File: config.mk
export PLATFORM = sky130hd
export DESIGN_NAME = int8_dot_product_requantizer
export DESIGN_NICKNAME = d
export VERILOG_FILES = /design/src/design/dpr_pkg.sv /design/src/design/dpr_lane.sv /design/src/design/dpr_accum.sv /design/src/design/dpr_requant.sv /design/src/design/int8_dot_product_requantizer.sv
export SDC_FILE = /design/constraint.sdc
export NUM_CORES = 2
export LEC_CHECK = 0
export BUFFER_PORTS_ARGS = -buffer_cell sky130_fd_sc_hd__buf_4
export CORE_ASPECT_RATIO = 1.25
export CORE_MARGIN = 2
export CORE_UTILIZATION = 30
export DETAILED_ROUTE_END_ITERATION = 10
export GPL_TIMING_DRIVEN = 1
export PLACE_DENSITY_LB_ADDON = 0.15
export SYNTH_ARGS = -nofsm -noshare
export SYNTH_HDL_FRONTEND = slang
export SYNTH_SLANG_ARGS = --single-unit
File: constraint.sdc
create_clock -name clk -period 9.2 [get_ports clk]
set_input_delay 1.84 -clock clk [delete_from_list [all_inputs] [get_ports clk]]
set_output_delay 1.84 -clock clk [all_outputs]
set_load 0.02 [all_outputs]
File: src/design/dpr_pkg.sv
package dpr_pkg;

  localparam int IN_LANES = 4;
  localparam int BYTE_W   = 8;
  localparam int PROD_W   = 2 * BYTE_W;
  localparam int USED_W   = 3;
  localparam int BIAS_W   = 32;
  localparam int MULT_W   = 31;
  localparam int SHIFT_W  = 6;
  localparam int OUT_W    = 8;

  // in_tdata layout, lowest bit first
  localparam int ACT_LSB  = 0;
  localparam int WT_LSB   = IN_LANES * BYTE_W;
  localparam int USED_LSB = 2 * IN_LANES * BYTE_W;
  localparam int BIAS_LSB = USED_LSB + USED_W;
  localparam int IN_DATA_BITS = BIAS_LSB + BIAS_W;
  localparam int IN_TDATA_W   = ((IN_DATA_BITS + 7) / 8) * 8;

  // configuration register indexes
  localparam int CFG_IDX_W = 2;
  localparam logic [CFG_IDX_W-1:0] CFG_SCALE_MULT  = 2'd0;
  localparam logic [CFG_IDX_W-1:0] CFG_SCALE_SHIFT = 2'd1;
  localparam logic [CFG_IDX_W-1:0] CFG_BIAS_EN     = 2'd2;

  localparam logic [MULT_W-1:0]  RST_SCALE_MULT  = 31'd1073741824;
  localparam logic [SHIFT_W-1:0] RST_SCALE_SHIFT = 6'd30;
  localparam logic               RST_BIAS_EN     = 1'b1;

  localparam logic signed [OUT_W-1:0] OUT_MAX = 8'sd127;
  localparam logic signed [OUT_W-1:0] OUT_MIN = -8'sd128;
  localparam logic [OUT_W:0] POS_LIMIT = 9'd127;
  localparam logic [OUT_W:0] NEG_LIMIT = 9'd128;

  typedef struct packed {
    logic [MULT_W-1:0]  mult;
    logic [SHIFT_W-1:0] shift;
  } rq_cfg_t;

  typedef struct packed {
    logic busy;
    logic done;
  } rq_status_t;

endpackage

File: src/design/dpr_lane.sv
module dpr_lane
  import dpr_pkg::*;
(
  input  logic                     clk,
  input  logic                     fire,
  input  logic                     en,
  input  logic signed [BYTE_W-1:0] act,
  input  logic signed [BYTE_W-1:0] wt,
  output logic signed [PROD_W-1:0] prod_r
);

  logic signed [PROD_W-1:0] prod_nxt;

  // keep the multiply out of a mixed-sign conditional so both bytes sign-extend
  always_comb begin
    prod_nxt = '0;
    if (en) begin
      prod_nxt = act * wt;
    end
  end

  always_ff @(posedge clk) begin
    if (fire) begin
      prod_r <= prod_nxt;
    end
  end

endmodule

File: src/design/dpr_accum.sv
module dpr_accum
  import dpr_pkg::*;
#(
  parameter int NL        = 4,
  parameter int ACC_WIDTH = 32
) (
  input  logic                        clk,
  input  logic                        rst_n,
  input  logic                        s1_valid,
  input  logic                        s1_last,
  input  logic signed [BIAS_W-1:0]    s1_bias,
  input  logic signed [PROD_W-1:0]    prods [NL],
  input  logic                        bias_en,
  output logic                        start_r,
  output logic [ACC_WIDTH-1:0]        acc_r
);

  localparam int PSUM_W = PROD_W + $clog2(NL + 1);

  logic signed [PSUM_W-1:0]    psum;
  logic signed [ACC_WIDTH-1:0] bias_ext;
  logic [ACC_WIDTH-1:0]        sum;
  logic [ACC_WIDTH-1:0]        running_r;
  logic [ACC_WIDTH-1:0]        running_nxt;
  logic [ACC_WIDTH-1:0]        acc_nxt;

  always_comb begin
    psum = '0;
    for (int k = 0; k < NL; k++) begin
      psum = psum + PSUM_W'(prods[k]);
    end
    bias_ext = bias_en ? ACC_WIDTH'(s1_bias) : '0;
    sum      = running_r + ACC_WIDTH'(psum);
    acc_nxt  = sum + bias_ext;
    running_nxt = running_r;
    if (s1_valid) begin
      running_nxt = s1_last ? '0 : sum;
    end
  end

  always_ff @(posedge clk) begin
    if (!rst_n) begin
      running_r <= '0;
      start_r   <= 1'b0;
    end else begin
      running_r <= running_nxt;
      start_r   <= s1_valid && s1_last;
    end
  end

  always_ff @(posedge clk) begin
    if (s1_valid && s1_last) begin
      acc_r <= acc_nxt;
    end
  end

endmodule

File: src/design/dpr_requant.sv
module dpr_requant
  import dpr_pkg::*;
#(
  parameter int ACC_WIDTH = 32
) (
  input  logic                 clk,
  input  logic                 rst_n,
  input  logic                 start,
  input  logic [ACC_WIDTH-1:0] acc,
  input  rq_cfg_t              cfg,
  output rq_status_t           status,
  output logic [OUT_W-1:0]     out_tdata,
  output logic                 out_tvalid,
  input  logic                 out_tready
);

  localparam int LO_W = (ACC_WIDTH + 1) / 2;
  localparam int HI_W = ACC_WIDTH - LO_W;
  localparam int PW   = ACC_WIDTH + MULT_W;
  localparam int QW   = PW + 1;

  localparam logic [2:0] ST_IDLE  = 3'd0;
  localparam logic [2:0] ST_MAG   = 3'd1;
  localparam logic [2:0] ST_MUL   = 3'd2;
  localparam logic [2:0] ST_SUM   = 3'd3;
  localparam logic [2:0] ST_RND   = 3'd4;
  localparam logic [2:0] ST_SHIFT = 3'd5;
  localparam logic [2:0] ST_OUT   = 3'd6;

  logic [2:0]             state_r, state_nxt;
  logic [ACC_WIDTH-1:0]   acc_r;
  logic                   neg_r;
  logic [ACC_WIDTH-1:0]   mag_r;
  logic [LO_W+MULT_W-1:0] plo_r;
  logic [HI_W+MULT_W-1:0] phi_r;
  logic [PW-1:0]          prod_r;
  logic [QW-1:0]          rnd_r;
  logic [QW-1:0]          q_r;
  logic [QW-1:0]          half;
  logic [OUT_W-1:0]       sat;
  logic                   out_free;
  logic                   load;
  logic                   out_valid_r, out_valid_nxt;
  logic [OUT_W-1:0]       out_data_r;

  assign out_free = !out_valid_r || out_tready;
  assign load     = (state_r == ST_OUT) && out_free;

  always_comb begin
    half = '0;
    if (cfg.shift != '0) begin
      half = QW'(1) << (cfg.shift - SHIFT_W'(1));
    end
  end

  // saturate the rounded magnitude back to a signed byte
  always_comb begin
    if (!neg_r) begin
      sat = (q_r > QW'(POS_LIMIT)) ? OUT_MAX : q_r[OUT_W-1:0];
    end else begin
      sat = (q_r > QW'(NEG_LIMIT)) ? OUT_MIN : OUT_W'(~q_r[OUT_W-1:0] + 1'b1);
    end
  end

  always_comb begin
    state_nxt = state_r;
    case (state_r)
      ST_IDLE:  if (start) state_nxt = ST_MAG;
      ST_MAG:   state_nxt = ST_MUL;
      ST_MUL:   state_nxt = ST_SUM;
      ST_SUM:   state_nxt = ST_RND;
      ST_RND:   state_nxt = ST_SHIFT;
      ST_SHIFT: state_nxt = ST_OUT;
      ST_OUT:   if (out_free) state_nxt = ST_IDLE;
      default:  state_nxt = ST_IDLE;
    endcase
  end

  always_comb begin
    out_valid_nxt = out_valid_r;
    if (load) begin
      out_valid_nxt = 1'b1;
    end else if (out_tready) begin
      out_valid_nxt = 1'b0;
    end
  end

  always_ff @(posedge clk) begin
    if (!rst_n) begin
      state_r     <= ST_IDLE;
      out_valid_r <= 1'b0;
    end else begin
      state_r     <= state_nxt;
      out_valid_r <= out_valid_nxt;
    end
  end

  always_ff @(posedge clk) begin
    if (state_r == ST_IDLE && start) begin
      acc_r <= acc;
    end
    if (state_r == ST_MAG) begin
      neg_r <= acc_r[ACC_WIDTH-1];
      mag_r <= acc_r[ACC_WIDTH-1] ? (~acc_r + ACC_WIDTH'(1)) : acc_r;
    end
    if (state_r == ST_MUL) begin
      plo_r <= mag_r[LO_W-1:0] * cfg.mult;
      phi_r <= mag_r[ACC_WIDTH-1:LO_W] * cfg.mult;
    end
    if (state_r == ST_SUM) begin
      prod_r <= PW'(plo_r) + (PW'(phi_r) << LO_W);
    end
    if (state_r == ST_RND) begin
      rnd_r <= QW'(prod_r) + half;
    end
    if (state_r == ST_SHIFT) begin
      q_r <= rnd_r >> cfg.shift;
    end
    if (load) begin
      out_data_r <= sat;
    end
  end

  assign status.busy = (state_r != ST_IDLE);
  assign status.done = load;
  assign out_tdata   = out_data_r;
  assign out_tvalid  = out_valid_r;

endmodule

File: src/design/int8_dot_product_requantizer.sv
// int8 dot product with requantization, one output neuron per row.
// Input channel (in_*): each transfer carries up to four activation/weight
// byte pairs; lanes below lanes_used contribute their products to a
// running sum. in_tlast marks the final transfer of a row; on it the row
// bias is added (if enabled), the sum is scaled by mult / 2^shift, rounded
// half away from zero and saturated to int8, and sent on out_*.
// Throughput: one transfer per cycle within a row. After a row's last
// transfer in_tready drops until the row result is loaded into the output
// register: lane products are registered at the transfer, then accumulated,
// then loaded into the requantizer, which runs six steps (magnitude, split
// multiply, partial sum, rounding, shift, saturate); the last step waits
// until the output register is free.
// A stalled receiver holds the result in the output register; the next row
// streams in meanwhile and only its requantizer waits for the register.
// Configuration (cfg_*) is always ready and must be written only when idle.
// Reset clears the running sum, empties the output and restores the scale
// registers to 2^30 / 2^30 with bias enabled.
module int8_dot_product_requantizer
  import dpr_pkg::*;
#(
  parameter int LANES     = 4,
  parameter int ACC_WIDTH = 32
) (
  input  logic                  clk,
  input  logic                  rst_n,
  // act_a..act_d, wt_a..wt_d, lanes_used, row_bias, zero pad
  input  logic [IN_TDATA_W-1:0] in_tdata,
  input  logic                  in_tlast,
  input  logic                  in_tvalid,
  output logic                  in_tready,
  // out_value
  output logic [OUT_W-1:0]      out_tdata,
  output logic                  out_tvalid,
  input  logic                  out_tready,
  input  logic                  cfg_valid,
  output logic                  cfg_ready,
  input  logic [CFG_IDX_W-1:0]  cfg_index,
  input  logic [MULT_W-1:0]     cfg_data
);

  localparam int NL = (LANES < IN_LANES) ? LANES : IN_LANES;

  logic                     in_fire;
  logic                     busy_r, busy_nxt;
  logic                     s1_valid_r;
  logic                     s1_last_r;
  logic signed [BIAS_W-1:0] s1_bias_r;
  logic [USED_W-1:0]        lanes_used;
  logic signed [PROD_W-1:0] prods [NL];
  rq_cfg_t                  rq_cfg_r;
  logic                     bias_en_r;
  rq_status_t               rq_status;
  logic                     start;
  logic [ACC_WIDTH-1:0]     acc;

  assign in_fire    = in_tvalid && in_tready;
  assign in_tready  = !busy_r;
  assign cfg_ready  = 1'b1;
  assign lanes_used = in_tdata[USED_LSB +: USED_W];

  for (genvar k = 0; k < NL; k++) begin : g_lane
    dpr_lane u_lane (
      .clk    (clk),
      .fire   (in_fire),
      .en     (USED_W'(k) < lanes_used),
      .act    (in_tdata[ACT_LSB + k*BYTE_W +: BYTE_W]),
      .wt     (in_tdata[WT_LSB + k*BYTE_W +: BYTE_W]),
      .prod_r (prods[k])
    );
  end

  always_comb begin
    busy_nxt = busy_r;
    if (in_fire && in_tlast) begin
      busy_nxt = 1'b1;
    end else if (rq_status.done) begin
      busy_nxt = 1'b0;
    end
  end

  always_ff @(posedge clk) begin
    if (!rst_n) begin
      busy_r     <= 1'b0;
      s1_valid_r <= 1'b0;
      rq_cfg_r.mult  <= RST_SCALE_MULT;
      rq_cfg_r.shift <= RST_SCALE_SHIFT;
      bias_en_r  <= RST_BIAS_EN;
    end else begin
      busy_r     <= busy_nxt;
      s1_valid_r <= in_fire;
      if (cfg_valid && cfg_ready) begin
        case (cfg_index)
          CFG_SCALE_MULT:  rq_cfg_r.mult  <= cfg_data;
          CFG_SCALE_SHIFT: rq_cfg_r.shift <= cfg_data[SHIFT_W-1:0];
          CFG_BIAS_EN:     bias_en_r      <= cfg_data[0];
          default:         ;
        endcase
      end
    end
  end

  always_ff @(posedge clk) begin
    if (in_fire) begin
      s1_last_r <= in_tlast;
      s1_bias_r <= in_tdata[BIAS_LSB +: BIAS_W];
    end
  end

  dpr_accum #(
    .NL        (NL),
    .ACC_WIDTH (ACC_WIDTH)
  ) u_accum (
    .clk      (clk),
    .rst_n    (rst_n),
    .s1_valid (s1_valid_r),
    .s1_last  (s1_last_r),
    .s1_bias  (s1_bias_r),
    .prods    (prods),
    .bias_en  (bias_en_r),
    .start_r  (start),
    .acc_r    (acc)
  );

  dpr_requant #(
    .ACC_WIDTH (ACC_WIDTH)
  ) u_requant (
    .clk        (clk),
    .rst_n      (rst_n),
    .start      (start),
    .acc        (acc),
    .cfg        (rq_cfg_r),
    .status     (rq_status),
    .out_tdata  (out_tdata),
    .out_tvalid (out_tvalid),
    .out_tready (out_tready)
  );

endmodule
* Word-level counts from Yosys, hierarchy flattened *
Cells that the tools add are included.

word-level totals
  bits in registers = 564
  input port bits = 143
  output and inout bits = 11
  logic and storage cells = 93

operators by class
  $add $sub $neg = 10
  multiply operators = 6
  magnitude comparators = 6
  equality and inequality tests = 10
  shifts and indexed selects = 2
  muxes and demuxes = 14
  bitwise gates (word level) = 2
  reduce and logical (&&, ||, !) cells = 17

operators by type and width
  cell                   count
  $mul 16x31->47         2
  $add 32x32->32         2
  $add 63x64->64         1
  $gt 64x7->1 const B    1
  $gt 64x8->1 const B    1
  $mul 8x8->16           4
  $mux 32                2
  $mux 64                1
  $shl 1x6->64 const A   1
  $shr 64x6->64          1
  $add 47x63->63         1
  $add 32x1->32 const B  1
  $not 32->32            1
  $mux 31                1
  $mux 8                 3
  $pmux 3 s7             1
  $add 19x16->19         1
  $add 17x16->18         1
  $add 16x16->17         1
  $eq 3x3->1 const B     3
  $add 8x1->8 const B    1
  $not 8->8              1
  $reduce_and 2->1       4
  $eq 3x2->1 const B     2
  17 further kinds       29

* Logic depth before layout (Yosys ltp) *
  word-level depth = 5
  gate-level depth with buffers = 42
  gate-level depth less buffers = 42

* By module *
A second synthesis with hierarchy kept.

unflattened totals
  cells, all modules = 7,880
  area total of the unflattened synthesis = 74,813.0 µm²

by module, submodules not included
  module                        instances  cells each  area each (µm²)  seq. area each (µm²)
  dpr_requant                   1          5,555       52,342.7         10,830.4
  dpr_lane                      4          313         3,089.2          480.5
  dpr_accum                     1          860         7,439.6          1,621.6
  int8_dot_product_requantizer  1          213         2,673.8          1,791.7

* Worst setup path after synthesis *
Ideal clock, no wire load.

  path type = register -> register
  start = register g_lane[1].u_lane.prod_r[1]
  end = register u_accum.acc_r[30] (data pin)
  data arrival time = 7.440 ns
  required time = 8.934 ns
  path slack = 1.494 ns
  stages on the path, launching flop included = 40
  buffers on the path = 0
  period minus slack after synthesis = 7.706 ns
  cell sequence = edfxtp_1 inv_1 fa_1 inv_1 ha_1 inv_1 fa_1 nor2b_1 o21ai_0 a21boi_0 o21ai_0 a21boi_0 o21ai_0 a21oi_1 o21ai_0 xnor2_1 ha_1 a21o_1 [... 4 more ...] a31oi_1 inv_1 ha_1 nand4_1 a21oi_1 or3b_2 a21oi_1 xnor2_1 ha_1 a21o_1 a21o_1 a21o_1 a21oi_1 o21ai_0 a21o_1 a41o_1 o41ai_1 xnor2_1

on the way
  cells in the longest elaborated chain, start to end = 5

RTL lines
  what                     line             text
  from (decl)              dpr_lane.sv:9    output logic signed [PROD_W-1:0] prod_r
  from (signal assigned)   dpr_lane.sv:24   prod_r <= prod_nxt;
  $add 16x16->17           dpr_accum.sv:30  psum = psum + PSUM_W'(prods[k]);
  $add 17x16->18           dpr_accum.sv:30
  $add 19x16->19           dpr_accum.sv:30
  $add 32x32->32           dpr_accum.sv:33  sum = running_r + ACC_WIDTH'(psum);
  $add 32x32->32           dpr_accum.sv:34  acc_nxt = sum + bias_ext;
  via u_accum.acc_nxt[30]  dpr_accum.sv:25  logic [ACC_WIDTH-1:0] acc_nxt;
  to (signal assigned)     dpr_accum.sv:53  acc_r <= acc_nxt;
  to (decl)                dpr_accum.sv:15  output logic [ACC_WIDTH-1:0] acc_r

The timed path passes the listed nets, and every way through them passes these cells.
A chain may end at the register's enable or synchronous reset.

* Worst setup path after layout *
  start = register g_lane[0].u_lane.prod_r[2]
  end = register u_accum.acc_r[30] (data pin)

on the way
  cells in the longest elaborated chain, start to end = 5

RTL lines
  what                     line
  from (decl)              dpr_lane.sv:9
  from (signal assigned)   dpr_lane.sv:24
  $add 16x16->17           dpr_accum.sv:30
  $add 17x16->18           dpr_accum.sv:30
  $add 19x16->19           dpr_accum.sv:30
  $add 32x32->32           dpr_accum.sv:33
  $add 32x32->32           dpr_accum.sv:34
  via u_accum.acc_nxt[30]  dpr_accum.sv:25

The timed path passes the listed nets, and every way through them passes these cells.

==> impl_metrics.yaml <==
status:
  outcome: "finished, final reports clean"
synth:
  ys_async_sr_fraction_pct: 0
  synthDominantAreaCellType: "fa_1"
  netlist_area_before_placement_sq_um: 72630
  synth_largest_type_area_fraction_pct: 28.94
  syn-instance-count: 7642
  synth-edff-count: 487
  synth.area.top_cells: "fa_1, edfxtp_1, ha_1, nand2_1, inv_1"
  yosys_warnings: 0
  synth_area_per_cell_sq_um: 9.504
  synth_fp_nets: 9383
  seq_area_frac_synth_pct: 22.26
  synth_seq_cells: 564
  ys_dominant_reg_cell: "edfxtp_1"
  post_synthesis_cell_type_count: 87
  synth_top_cells_by_count: "nand2_1, inv_1, fa_1, ha_1, and2_1"
  synth.most_common_cell: "nand2_1"
route:
  via_per_inst: 4.783
  drc: 0
  wl_per_cell_um: 19.76
  routed-via-count: 52200
  antenna_violating_nets_post_route: 0
  drt_wl_total_um: 215600
  drtIter0Drc: 2324
  drtPass1Iterations: 6
floorplan:
  die-height_um: 554.1
  design.portCount: 154
  dieWidth_um: 444.1
  placementRows: 201
  floorplan.initialDensity_pct: 30.21
  floorplan.core_area_sq_um: 240400
  floorplan.die_area_sq_um: 246100
setup_path:
  data_required_time_of_the_critical_path_ns: 9.62
  regToRegEndpoint: "u_accum.acc_r[30]$_DFFE_PP_"
  worst-r2r-setup-slack_ns: 0.72
  r2r.worst_path.cells: 38
  critPathKind: "reg2reg"
  path_common_cell: "a21oi_1"
  crit_slowest_cell: "fa_1"
  slowest_delay_ns: 0.52
  arrival_ns: 8.90
  critical_path.endpoint_type: "flop"
  critical_path.reg2reg.startpoint: "g_lane[0].u_lane.prod_r[2]$_SDFFCE_PP0P_"
  critPathMaxFanout: 7
  crit_start_category: "flop"
power_and_ir_drop:
  cellPowerDensity_nw_per_um2: 334.7
  vdd_drop_max_mv: 0.6376
  total_power_mw: 26.89
  p_leak_nw: 33.73
global_route:
  gr-usage-all-layers_pct: 17.59
  globalRouteOverflowTotal: 0
  grt_max_degree: 80
  initial_antenna_violation_count: 4
  via_count_of_the_first_global_routing_pass: 57450
  grt_pass1_wl_um: 334600
clock_network:
  clock_buffers_created_by_tritoncts: 71
  cts_buffer_depth: 3
  postCtsHoldBufs: 0
  clock_tree_from_tritoncts: "yes"
  insertion_delay_ns: 0.69
  clk_transition_reported_paths_ns: 0.07
  number_of_h_tree_levels: 3
  clock_sink_count: 564
  ctsRootBufferMaster: "clkbuf_16"
placement:
  place.detailed.instances: 10780
  gpl.final_weighted_congestion: 0.8803
  detailed_place.area_sq_um: 77830
  io_buffers: 147
  dp_slack_ns: 0.5209
  detailed_place_hpwl_um: 177200
run:
  max-cap-violations: 0
sta:
  final-max-slew-violation-count: 0
  worst_slack_ns: 0.7216
  fin_setup_tns_ns: 0
  timing.max_slew.rel_slack_pct: 18.60
  min_period_over_period_pct: 92.16
  grt_setup_unrepaired: "false"
  finalHoldViolations: 0
  maxClockFrequency_mhz: 117.9
  report.final.setup_viol: 0
  fin_crit_ns: 8.478
  clock-skew-final_ns: 0.03818
  max_slew.worst_pin.slew_ns: 1.210
layout:
  layout.cell_area.non_filler_sq_um: 80350
  layout_cell_share_with_drive_strength_beyond_1_pct: 7.008
  layoutNonFillerInstCount: 10910
  nNetsFinal: 9445
  layout-area-overhead-vs-synth_pct: 10.63
worst_hold_path:
  hold_path_startpoint: "u_accum.acc_r[12]$_DFFE_PP_"
  min_delay_worst_endpoint: "u_requant.acc_r[12]$_DFFE_PP_"
  hold_path_class: "reg2reg"
  worst_hold_path.num_cells: 0
where the power goes:
part	internal (mW)	switching, mW
Combinational	8.44	11.4
Sequential	3.90	0.195
Clock	1.73	1.25
Total	14.1	12.8
state kept, by name, indices dropped and copies added, names as in the netlist, 37 cells and up:
name	cells
g_lane.u_lane.prod_r	64
u_requant.q_r	64
u_requant.rnd_r	64
u_requant.prod_r	63
u_requant.phi_r	47
u_requant.plo_r	47
rq_cfg_r	37
layout make-up:
type / instances / area, sq um
well taps: 3146 / 3936
repair buffers: 311 / 2422
multi-input cells: 5603 / 51010
inverters: 1153 / 4329
diodes: 4 / 10.01
fillers: 24980 / 160100
clock buffers: 83 / 1822
clock inverters: 49 / 639.4
flip-flops and latches: 564 / 16180
timing repair:
item,CTS,global route
setup buffers,0,0
endpoints found under the setup margin,0,3
gates resized for setup,0,8
worst max-delay path: cells and delay by family, from the launching register on:
family,cells,cell delay (ns)
AO/OA/AOI/OAI,22,4.23
adder cells (fa/ha/maj),5,1.84
AND/OR/NAND/NOR,4,0.85
XOR/XNOR,4,0.69
flip-flops,1,0.41
buffers and inverters,3,0.21
cell usage in the layout (no fill, tap or decap), types with 12 or more instances in the layout:
master / count
o31ai_1: 14
ha_1: 548
o21ai_0: 202
xnor2_1: 250
o22ai_1: 23
a22oi_1: 28
nor2_1: 424
a21o_1: 144
a31oi_1: 40
inv_1: 1149
nand4_1: 36
clkbuf_1: 12
nand2_1: 1173
and2_1: 490
nor3_1: 67
a211oi_1: 31
mux2i_1: 45
fa_1: 1050
a21oi_1: 324
o21a_1: 34
o21bai_1: 43
nor4_1: 26
o211ai_1: 14
nand2b_1: 68
nor2b_1: 67
a21boi_0: 20
mux4_2: 51
xor2_1: 103
buf_4: 304
or3_1: 19
dfxtp_1: 71
clkbuf_16: 71
nand3_1: 59
and3_1: 22
edfxtp_1: 487
metrics by stage:
stage	hold slack, ns	utilization (%)
after floorplan	0.4003	-
after global placement	0.4045	32.37
after detailed placement	0.4045	32.37
after CTS	0.4158	33.40
after global routing	0.4225	33.42
final	0.4142	33.42
worst max-delay path by stage:
stage / from / endpoint / cells past startpoint
2_1_floorplan: g_lane[1].u_lane.prod_r[1]$_SDFFCE_PP0P_ / u_accum.acc_r[30]$_DFFE_PP_ / 39
3_3_place_gp: g_lane[1].u_lane.prod_r[1]$_SDFFCE_PP0P_ / u_accum.acc_r[30]$_DFFE_PP_ / 41
3_5_place_dp: g_lane[1].u_lane.prod_r[1]$_SDFFCE_PP0P_ / u_accum.acc_r[31]$_DFFE_PP_ / 40
4_1_cts: g_lane[1].u_lane.prod_r[1]$_SDFFCE_PP0P_ / u_accum.acc_r[31]$_DFFE_PP_ / 40
5_1_grt: g_lane[1].u_lane.prod_r[1]$_SDFFCE_PP0P_ / u_accum.acc_r[30]$_DFFE_PP_ / 41
6_report: g_lane[0].u_lane.prod_r[2]$_SDFFCE_PP0P_ / u_accum.acc_r[30]$_DFFE_PP_ / 38
per-layer routing:
layer  share of wire (%)  GRT usage [%]
met3                 3.3          2.170
met2                  54          34.13
met1                  39          19.58
met5               0.011              0
met4                 3.5          5.761
logic make-up after synthesis:
logic type	after synthesis	share of synthesized area, %
AOI/OAI and AO/OA	1029	8.967
xor gates and xnor gates	356	4.331
adders and majority gates	1598	38.38
buffers and inverters	1475	7.630
DFF	564	22.26
muxes	103	2.310
other	1	0.005163
and+or+nand+nor	2516	16.11
No activity file was read; power rests on OpenSTA's default activity.
